--- config.mk ---
export PLATFORM = sky130hd
export DESIGN_NAME = bounding_box_accumulator
export DESIGN_NICKNAME = d
export VERILOG_FILES = /design/src/design/bba_pkg.sv /design/src/design/bba_sumsq.sv /design/src/design/bba_sqrt.sv /design/src/design/bounding_box_accumulator.sv
export SDC_FILE = /design/constraint.sdc
export NUM_CORES = 2
export LEC_CHECK = 0
export ABC_CLOCK_PERIOD_IN_PS = 15060
export BUFFER_PORTS_ARGS = -buffer_cell sky130_fd_sc_hd__buf_2
export CAP_MARGIN = 20
export CORE_ASPECT_RATIO = 0.8
export CORE_MARGIN = 2
export CORE_UTILIZATION = 45
export CTS_BUF_LIST = sky130_fd_sc_hd__clkbuf_8
export CTS_CLUSTER_DIAMETER = 40
export CTS_CLUSTER_SIZE = 24
export DETAILED_ROUTE_END_ITERATION = 8
export GPL_ROUTABILITY_DRIVEN = 0
export PLACE_DENSITY_LB_ADDON = 0.08
export SKIP_CTS_REPAIR_TIMING = 1
export SLEW_MARGIN = 20
export SYNTH_ARGS = -nofsm -noshare
export SYNTH_HDL_FRONTEND = slang
export SYNTH_SLANG_ARGS = --single-unit
--- constraint.sdc ---
create_clock -name clk -period 15.06 [get_ports clk]
set_input_delay 2.259 -clock clk [delete_from_list [all_inputs] [get_ports clk]]
set_output_delay 2.259 -clock clk [all_outputs]
set_load 0.01 [all_outputs]
--- src/design/bba_pkg.sv ---
`default_nettype none

package bba_pkg;

    // Operation codes carried in the opcode field of an input word.
    localparam logic OP_ADD   = 1'b0;
    localparam logic OP_CLEAR = 1'b1;

    // Number of axes of a point.
    localparam int NUM_AXES = 3;

endpackage

`default_nettype wire

--- src/design/bba_sumsq.sv ---
`default_nettype none

// Sum of the squared axis sizes, one shared multiplier stepped over the axes.
module bba_sumsq
    import bba_pkg::*;
#(
    parameter int W = 24
)
(
    input  wire logic                 clk,
    input  wire logic                 rst_n,
    input  wire logic                 start,
    input  wire logic [W-1:0]         size [NUM_AXES],
    output logic                      done,
    output logic [2*W+1:0]            sum
);

    logic [1:0]       idx_reg, idx_next;
    logic             run_reg, run_next;
    logic             mul_valid_reg, mul_valid_next;
    logic             done_reg, done_next;
    logic [2*W-1:0]   prod_reg, prod_next;
    logic [2*W+1:0]   acc_reg, acc_next;
    logic [W-1:0]     size_sel;

    always_comb
    begin
        case (idx_reg)
            2'd0:    size_sel = size[0];
            2'd1:    size_sel = size[1];
            default: size_sel = size[2];
        endcase
    end

    always_comb
    begin
        idx_next       = idx_reg;
        run_next       = run_reg;
        mul_valid_next = 1'b0;
        done_next      = mul_valid_reg && !run_reg;
        prod_next      = prod_reg;
        acc_next       = acc_reg;

        if (mul_valid_reg)
        begin
            acc_next = acc_reg + (2*W+2)'(prod_reg);
        end

        if (run_reg)
        begin
            prod_next      = (2*W)'(size_sel) * (2*W)'(size_sel);
            mul_valid_next = 1'b1;
            idx_next       = idx_reg + 2'd1;
            if (idx_reg == 2'(NUM_AXES - 1))
            begin
                run_next = 1'b0;
            end
        end

        if (start)
        begin
            idx_next       = 2'd0;
            run_next       = 1'b1;
            mul_valid_next = 1'b0;
            done_next      = 1'b0;
            acc_next       = '0;
        end
    end

    always_ff @(posedge clk or negedge rst_n)
    begin
        if (!rst_n)
        begin
            idx_reg       <= '0;
            run_reg       <= 1'b0;
            mul_valid_reg <= 1'b0;
            done_reg      <= 1'b0;
        end
        else
        begin
            idx_reg       <= idx_next;
            run_reg       <= run_next;
            mul_valid_reg <= mul_valid_next;
            done_reg      <= done_next;
        end
    end

    always_ff @(posedge clk)
    begin
        prod_reg <= prod_next;
        acc_reg  <= acc_next;
    end

    assign done = done_reg;
    assign sum  = acc_reg;

endmodule

`default_nettype wire

--- src/design/bba_sqrt.sv ---
`default_nettype none

// Restoring integer square root, one result bit per cycle.
module bba_sqrt
#(
    parameter int RW = 25
)
(
    input  wire logic               clk,
    input  wire logic               rst_n,
    input  wire logic               start,
    input  wire logic [2*RW-1:0]    radicand,
    output logic                    done,
    output logic [RW-1:0]           root
);

    logic [2*RW-1:0] n_reg, n_next;
    logic [2*RW-1:0] root_reg, root_next;
    logic [2*RW-1:0] bit_reg, bit_next;
    logic            run_reg, run_next;
    logic            done_reg, done_next;
    logic [2*RW:0]   trial;
    logic            fits;

    assign trial = {1'b0, root_reg} + {1'b0, bit_reg};
    assign fits  = {1'b0, n_reg} >= trial;

    always_comb
    begin
        n_next    = n_reg;
        root_next = root_reg;
        bit_next  = bit_reg;
        run_next  = run_reg;
        done_next = 1'b0;

        if (run_reg)
        begin
            if (fits)
            begin
                n_next    = n_reg - trial[2*RW-1:0];
                root_next = (root_reg >> 1) + bit_reg;
            end
            else
            begin
                root_next = root_reg >> 1;
            end
            bit_next = bit_reg >> 2;
            if (bit_reg[0])
            begin
                run_next  = 1'b0;
                done_next = 1'b1;
            end
        end

        if (start)
        begin
            n_next    = radicand;
            root_next = '0;
            bit_next  = (2*RW)'(1) << (2*RW - 2);
            run_next  = 1'b1;
            done_next = 1'b0;
        end
    end

    always_ff @(posedge clk or negedge rst_n)
    begin
        if (!rst_n)
        begin
            run_reg  <= 1'b0;
            done_reg <= 1'b0;
        end
        else
        begin
            run_reg  <= run_next;
            done_reg <= done_next;
        end
    end

    always_ff @(posedge clk)
    begin
        n_reg    <= n_next;
        root_reg <= root_next;
        bit_reg  <= bit_next;
    end

    assign done = done_reg;
    assign root = root_reg[RW-1:0];

endmodule

`default_nettype wire

--- src/design/bounding_box_accumulator.sv ---
`default_nettype none

// Running axis-aligned 3D bounding box over signed Q16.8 points. Each input
// word either adds a point (opcode 0) or empties the box (opcode 1), and
// produces exactly one result word: the changed and valid flags, both
// corners, the per-axis size and the truncated diagonal length. While the
// box is empty every corner, size and length field reads as zero. An add
// goes through these steps from acceptance until its result is in the
// output register and the next word can be accepted: launch, the shared
// multiplier that squares the three sizes and sums them, the start of the
// root unit, the restoring square root that yields one bit of the length
// per cycle, the sequencer seeing the root finish, and the load of the
// result register. A clear skips the arithmetic and goes straight to the
// load of the result register. The block holds point_stall high from
// acceptance until the result is loaded into the output register; a result
// that waits there does not block the next word from being accepted, but it
// delays the load of the next result.
module bounding_box_accumulator
    import bba_pkg::*;
#(
    parameter int COORD_WIDTH = 24
)
(
    input  wire logic                           clk,
    input  wire logic                           rst_n,

    input  wire logic                           point_valid,
    output logic                                point_stall,
    input  wire logic                           opcode,
    input  wire logic signed [COORD_WIDTH-1:0]  point_x,
    input  wire logic signed [COORD_WIDTH-1:0]  point_y,
    input  wire logic signed [COORD_WIDTH-1:0]  point_z,

    output logic                                result_valid,
    input  wire logic                           result_stall,
    output logic                                changed,
    output logic                                valid_res,
    output logic signed [COORD_WIDTH-1:0]       min_x,
    output logic signed [COORD_WIDTH-1:0]       min_y,
    output logic signed [COORD_WIDTH-1:0]       min_z,
    output logic signed [COORD_WIDTH-1:0]       max_x,
    output logic signed [COORD_WIDTH-1:0]       max_y,
    output logic signed [COORD_WIDTH-1:0]       max_z,
    output logic [COORD_WIDTH-1:0]              size_x,
    output logic [COORD_WIDTH-1:0]              size_y,
    output logic [COORD_WIDTH-1:0]              size_z,
    output logic [COORD_WIDTH:0]                diag_length
);

    localparam int W = COORD_WIDTH;

    localparam logic [2:0] S_IDLE  = 3'd0;
    localparam logic [2:0] S_START = 3'd1;
    localparam logic [2:0] S_SQ    = 3'd2;
    localparam logic [2:0] S_ROOT  = 3'd3;
    localparam logic [2:0] S_OUT   = 3'd4;

    logic [2:0]             state_reg, state_next;
    logic                   box_valid_reg, box_valid_next;
    logic                   changed_reg, changed_next;
    logic signed [W-1:0]    box_low_reg  [NUM_AXES];
    logic signed [W-1:0]    box_low_next [NUM_AXES];
    logic signed [W-1:0]    box_high_reg  [NUM_AXES];
    logic signed [W-1:0]    box_high_next [NUM_AXES];
    logic signed [W-1:0]    point [NUM_AXES];
    logic [W-1:0]           size [NUM_AXES];

    logic                   result_valid_reg, result_valid_next;
    logic                   changed_out_reg;
    logic                   valid_out_reg;
    logic signed [W-1:0]    min_out_reg [NUM_AXES];
    logic signed [W-1:0]    max_out_reg [NUM_AXES];
    logic [W-1:0]           size_out_reg [NUM_AXES];
    logic [W:0]             diag_out_reg;
    logic                   load_out;

    logic                   accept;
    logic                   sq_start;
    logic                   sq_done;
    logic [2*W+1:0]         sq_sum;
    logic                   root_done;
    logic [W:0]             root;

    assign point[0] = point_x;
    assign point[1] = point_y;
    assign point[2] = point_z;

    assign point_stall = (state_reg != S_IDLE);
    assign accept      = point_valid && !point_stall;

    // Sizes always follow the stored corners; high never falls below low.
    always_comb
    begin
        for (int i = 0; i < NUM_AXES; i++)
        begin
            size[i] = W'(box_high_reg[i] - box_low_reg[i]);
        end
    end

    // Corner update on acceptance. The first point after reset or a clear
    // seeds both corners; later points widen one bound per axis at most.
    always_comb
    begin
        box_valid_next = box_valid_reg;
        changed_next   = changed_reg;
        for (int i = 0; i < NUM_AXES; i++)
        begin
            box_low_next[i]  = box_low_reg[i];
            box_high_next[i] = box_high_reg[i];
        end

        if (accept)
        begin
            if (opcode == OP_CLEAR)
            begin
                box_valid_next = 1'b0;
                changed_next   = 1'b0;
            end
            else if (!box_valid_reg)
            begin
                box_valid_next = 1'b1;
                changed_next   = 1'b1;
                for (int i = 0; i < NUM_AXES; i++)
                begin
                    box_low_next[i]  = point[i];
                    box_high_next[i] = point[i];
                end
            end
            else
            begin
                changed_next = 1'b0;
                for (int i = 0; i < NUM_AXES; i++)
                begin
                    if (point[i] < box_low_reg[i])
                    begin
                        box_low_next[i] = point[i];
                        changed_next    = 1'b1;
                    end
                    else if (point[i] > box_high_reg[i])
                    begin
                        box_high_next[i] = point[i];
                        changed_next     = 1'b1;
                    end
                end
            end
        end
    end

    // Sequencer: for an add, corners, then sum of squares, then square root, then
    // the output register as soon as it is free; a clear goes straight to it.
    always_comb
    begin
        state_next = state_reg;
        sq_start   = 1'b0;
        load_out   = 1'b0;

        case (state_reg)
            S_IDLE:
            begin
                if (accept)
                begin
                    if (opcode == OP_CLEAR)
                    begin
                        state_next = S_OUT;
                    end
                    else
                    begin
                        state_next = S_START;
                    end
                end
            end
            S_START:
            begin
                sq_start   = 1'b1;
                state_next = S_SQ;
            end
            S_SQ:
            begin
                if (sq_done)
                begin
                    state_next = S_ROOT;
                end
            end
            S_ROOT:
            begin
                if (root_done)
                begin
                    state_next = S_OUT;
                end
            end
            S_OUT:
            begin
                if (!result_valid_reg || !result_stall)
                begin
                    load_out   = 1'b1;
                    state_next = S_IDLE;
                end
            end
            default:
            begin
                state_next = S_IDLE;
            end
        endcase
    end

    always_comb
    begin
        result_valid_next = result_valid_reg;
        if (result_valid_reg && !result_stall)
        begin
            result_valid_next = 1'b0;
        end
        if (load_out)
        begin
            result_valid_next = 1'b1;
        end
    end

    bba_sumsq #(
        .W (W)
    ) u_sumsq (
        .clk   (clk),
        .rst_n (rst_n),
        .start (sq_start),
        .size  (size),
        .done  (sq_done),
        .sum   (sq_sum)
    );

    // The root unit starts on the cycle the sum becomes available.
    bba_sqrt #(
        .RW (W + 1)
    ) u_sqrt (
        .clk      (clk),
        .rst_n    (rst_n),
        .start    (sq_done),
        .radicand (sq_sum),
        .done     (root_done),
        .root     (root)
    );

    always_ff @(posedge clk or negedge rst_n)
    begin
        if (!rst_n)
        begin
            state_reg        <= S_IDLE;
            box_valid_reg    <= 1'b0;
            changed_reg      <= 1'b0;
            result_valid_reg <= 1'b0;
            for (int i = 0; i < NUM_AXES; i++)
            begin
                box_low_reg[i]  <= '0;
                box_high_reg[i] <= '0;
            end
        end
        else
        begin
            state_reg        <= state_next;
            box_valid_reg    <= box_valid_next;
            changed_reg      <= changed_next;
            result_valid_reg <= result_valid_next;
            for (int i = 0; i < NUM_AXES; i++)
            begin
                box_low_reg[i]  <= box_low_next[i];
                box_high_reg[i] <= box_high_next[i];
            end
        end
    end

    // Result register; an empty box reports zero in every numeric field.
    always_ff @(posedge clk)
    begin
        if (load_out)
        begin
            changed_out_reg <= changed_reg;
            valid_out_reg   <= box_valid_reg;
            diag_out_reg    <= box_valid_reg ? root : '0;
            for (int i = 0; i < NUM_AXES; i++)
            begin
                min_out_reg[i]  <= box_valid_reg ? box_low_reg[i]  : '0;
                max_out_reg[i]  <= box_valid_reg ? box_high_reg[i] : '0;
                size_out_reg[i] <= box_valid_reg ? size[i]         : '0;
            end
        end
    end

    assign result_valid = result_valid_reg;
    assign changed      = changed_out_reg;
    assign valid_res    = valid_out_reg;
    assign min_x        = min_out_reg[0];
    assign min_y        = min_out_reg[1];
    assign min_z        = min_out_reg[2];
    assign max_x        = max_out_reg[0];
    assign max_y        = max_out_reg[1];
    assign max_z        = max_out_reg[2];
    assign size_x       = size_out_reg[0];
    assign size_y       = size_out_reg[1];
    assign size_z       = size_out_reg[2];
    assign diag_length  = diag_out_reg;

endmodule

`default_nettype wire
==> impl_metrics.py <==
metrics = {
    "run_status": {
        "run_status": "finished clean",
    },
    "clock_network": {
        "clkSinkCount": 622,
        "ctsHtreeMaxLevel": 3,
        "clk_root_buffer_cell": "clkbuf_8",
        "cts_inserted_buffers": 102,
        "tritoncts": "yes",
        "clk_buf_depth": 3,
        "cts.reportedPaths.clkPinSlew_ns": 0.07,
        "clk_latency_ns": 0.84,
    },
    "logic_synthesis": {
        "synth_enable_flop_cells": 340,
        "synth_ff_type": "edfxtp_1",
        "ys_top_cells_by_area": "edfxtp_1 19%, fa_1 16%, ha_1 12%",
        "post_synth_inst_count": 5589,
        "yosysUniqueCellTypes": 100,
        "mappedNetlistArea_mm2": 0.0542,
        "synth_top_cell_by_area": "edfxtp_1",
        "synth_nets": 6626,
        "synth_warnings": 0,
        "async_flop_share": 0.252,
        "post-synth-top-area-fraction": 0.188,
        "synth_area_per_cell_um2": 9.70,
        "count_of_state_elements_after_synthesis": 622,
        "yosysSeqAreaShare": 0.307,
    },
    "critical_path": {
        "path_common_cell": "fa_1",
        "max_incr_delay_on_cp_ns": 0.68,
        "setup.worst_path.start_class": "flop",
        "timing.critical_path.to_type": "flop",
        "worst_path_max_fanout": 15,
        "cpMaxStageDelayCell": "a221o_1",
        "critical_path_required_ns": 15.59,
        "worst-setup-path-type": "flop to flop",
        "critical_path_arrival_ns": 11.94,
    },
    "global_route": {
        "maximum_number_of_pins_on_one_net_before_global_route_repair": 104,
        "grt_first_pass_wirelength_mm": 248,
        "global_route.overflow_total": 0,
        "antenna_found_initial": 6,
        "via_count_of_the_first_global_routing_pass": 41700,
        "grt_use_total": 0.261,
    },
    "drt": {
        "avgRoutedWirePerCell_um": 21.1,
        "drt_pass1_iterations": 6,
        "final_antenna_net_count": 0,
        "dr_total_vias": 41300,
        "detailedRoute.firstIterationViolations": 2820,
        "average_vias_per_placed_instance": 5.46,
        "drt_drc_violations_left": 0,
        "postRouteWirelength_mm": 159,
    },
    "placed_design": {
        "placement.cell_area_mm2": 0.0574,
        "port_buffers": 321,
        "post_place_setup_slack_ns": 3.76,
        "dp_hpwl_mm": 125,
    },
    "floorplanning": {
        "die_w_um": 392,
        "die_height_um": 314,
        "initial_cell_density_of_the_core": 0.455,
        "core_area_mm2": 0.119,
        "fp-row-count": 113,
        "design.die.area_mm2": 0.123,
        "ios": 322,
    },
    "sta": {
        "final-setup-viol-count": 0,
        "period_needed_ns": 11.41,
        "fin_ws_ns": 3.65,
        "fmax_ghz": 0.0877,
        "hold_viol": 0,
        "period_share": 0.757,
        "maxSlewHeadroom": 0.255,
        "timing.clock.skew_ns": 0.0704,
        "slew_violations": 0,
        "rsz0062_at_grt": "false",
        "worst_slew_pin_slew_ns": 1.09,
        "timing.setup.tns_ns": 0,
    },
    "hold_path": {
        "min_path_type": "flop to flop",
    },
    "final_layout": {
        "final.fill_count": 11300,
        "layout-drive-gt1-share": 0.132,
        "syn2layout_area_growth_pct": 10.2,
        "layout.nets": 6888,
        "final_cell_area_mm2": 0.0598,
    },
    "run": {
        "maxCapViolCount": 0,
    },
}
-- cells by family (layout without fill, tap and decap cells) --
group / Yosys count / after routing / synth area share
AO/OA/AOI/OAI: 1098 / 1098 / 0.135
XOR/XNOR: 273 / 273 / 0.0441
adder cells (fa/ha/maj): 960 / 960 / 0.281
buffers and inverters: 937 / 1288 / 0.0666
flip-flops: 622 / 622 / 0.307
multiplexers: 216 / 216 / 0.0432
other: 0 / 7 / 0
AND/OR/NAND/NOR: 1483 / 1483 / 0.124
-- metal layers --
metal | GRT usage | share of wire
met1 | 0.384 | 0.48
met2 | 0.403 | 0.44
met3 | 0.0391 | 0.059
met4 | 0.0633 | 0.023
met5 | 0 | 0.00019
-- final cells by class --
type | instances | area (um2) | area share
antenna | 7 | 17.5 | 0.000293
clock buffer | 106 | 1460 | 0.0244
clock inverter | 87 | 896 | 0.0150
inverter | 727 | 2730 | 0.0457
multi-input combinational | 4030 | 34000 | 0.569
sequential | 622 | 16700 | 0.279
tap | 1610 | 2010 | 0.0337
timing repair buffer | 368 | 1970 | 0.0329
-- cell usage after synthesis (56+ instances only) --
cell type and instances:
inv_1 713, nor2_1 599, ha_1 531, fa_1 429, nand2_1 407, edfxtp_1 340
a21oi_1 286, o21ai_0 219, xnor2_1 164, a21o_1 157, dfrtp_1 157, clkbuf_1 146
mux2_2 145, dfxtp_1 125, and2_1 114, xor2_1 109, mux2i_1 71, nand3_1 67
a31oi_1 64, nand4_1 60, nor3_1 56
-- cell usage in the layout (no fill, tap or decap), types with 10 or more instances in the layout --
master	netlist	final
a21oi_1	286	284
a211oi_1	46	46
dfrtp_1	157	152
o31ai_1	32	32
nor2_1	599	598
mux2_2	145	145
nand2b_1	52	52
a31o_2	21	21
clkinv_1	5	10
mux2i_1	71	71
o211ai_1	27	27
a221o_1	11	11
nand2_1	407	407
o21ai_0	219	218
fa_1	429	429
inv_1	713	722
nand4_1	60	60
o21a_1	42	42
and3_1	23	23
dfxtp_1	125	125
buf_4	6	47
edfxtp_1	340	340
o21bai_1	33	33
xnor2_1	164	164
nor3_1	56	56
xor2_1	109	109
clkinv_2	0	12
a21o_1	157	157
and2_1	114	114
clkbuf_8	0	106
a31oi_1	64	64
bufinv_16	0	10
buf_2	30	320
clkinv_4	0	14
inv_6	0	18
nand3_1	67	67
ha_1	531	531
nor2b_1	44	44
-- metrics by stage --
| stage | utilization | hold slack (ns) | instances |
|---|---|---|---|
| after floorplan | - | 0.423 | 5589 |
| after global placement | 0.482 | 0.450 | 7357 |
| after detailed placement | 0.482 | 0.469 | 7357 |
| after CTS | 0.501 | 0.492 | 7550 |
| after global routing | 0.501 | 0.505 | 7552 |
| final | 0.502 | 0.494 | 7557 |
-- critical path: cells and delay by family (launching register included) --
| family | cells | cell delay, ns |
|---|---|---|
| buffers and inverters | 5 | 0.86 |
| flip-flops | 1 | 0.38 |
| adder cells (fa/ha/maj) | 10 | 4.43 |
| AND/OR/NAND/NOR | 5 | 1.06 |
| XOR/XNOR | 2 | 0.32 |
| AO/OA/AOI/OAI | 14 | 4.05 |
-- final timing paths --
check	from	to	slack, ns	cells after the start
setup / recovery	box_high_reg[24]$_DFFE_PN0P_	u_sumsq.prod_reg[46]$_DFFE_PP_	3.65	36
hold / removal	changed_reg$_DFFE_PN0P_	changed$_DFFE_PP_	0.49	0
setup reg to reg	box_high_reg[24]$_DFFE_PN0P_	u_sumsq.prod_reg[46]$_DFFE_PP_	3.65	36
hold reg to reg	changed_reg$_DFFE_PN0P_	changed$_DFFE_PP_	0.49	0
max in group asynchronous	rst_n	box_low_reg[46]$_DFFE_PN0P_	11.71	3
min in group asynchronous	rst_n	box_low_reg[55]$_DFFE_PN0P_	1.43	1
Power is left out: the tool's default activity adds up to more than one toggle a clock period on the data nets, which glitch-free logic cannot reach.
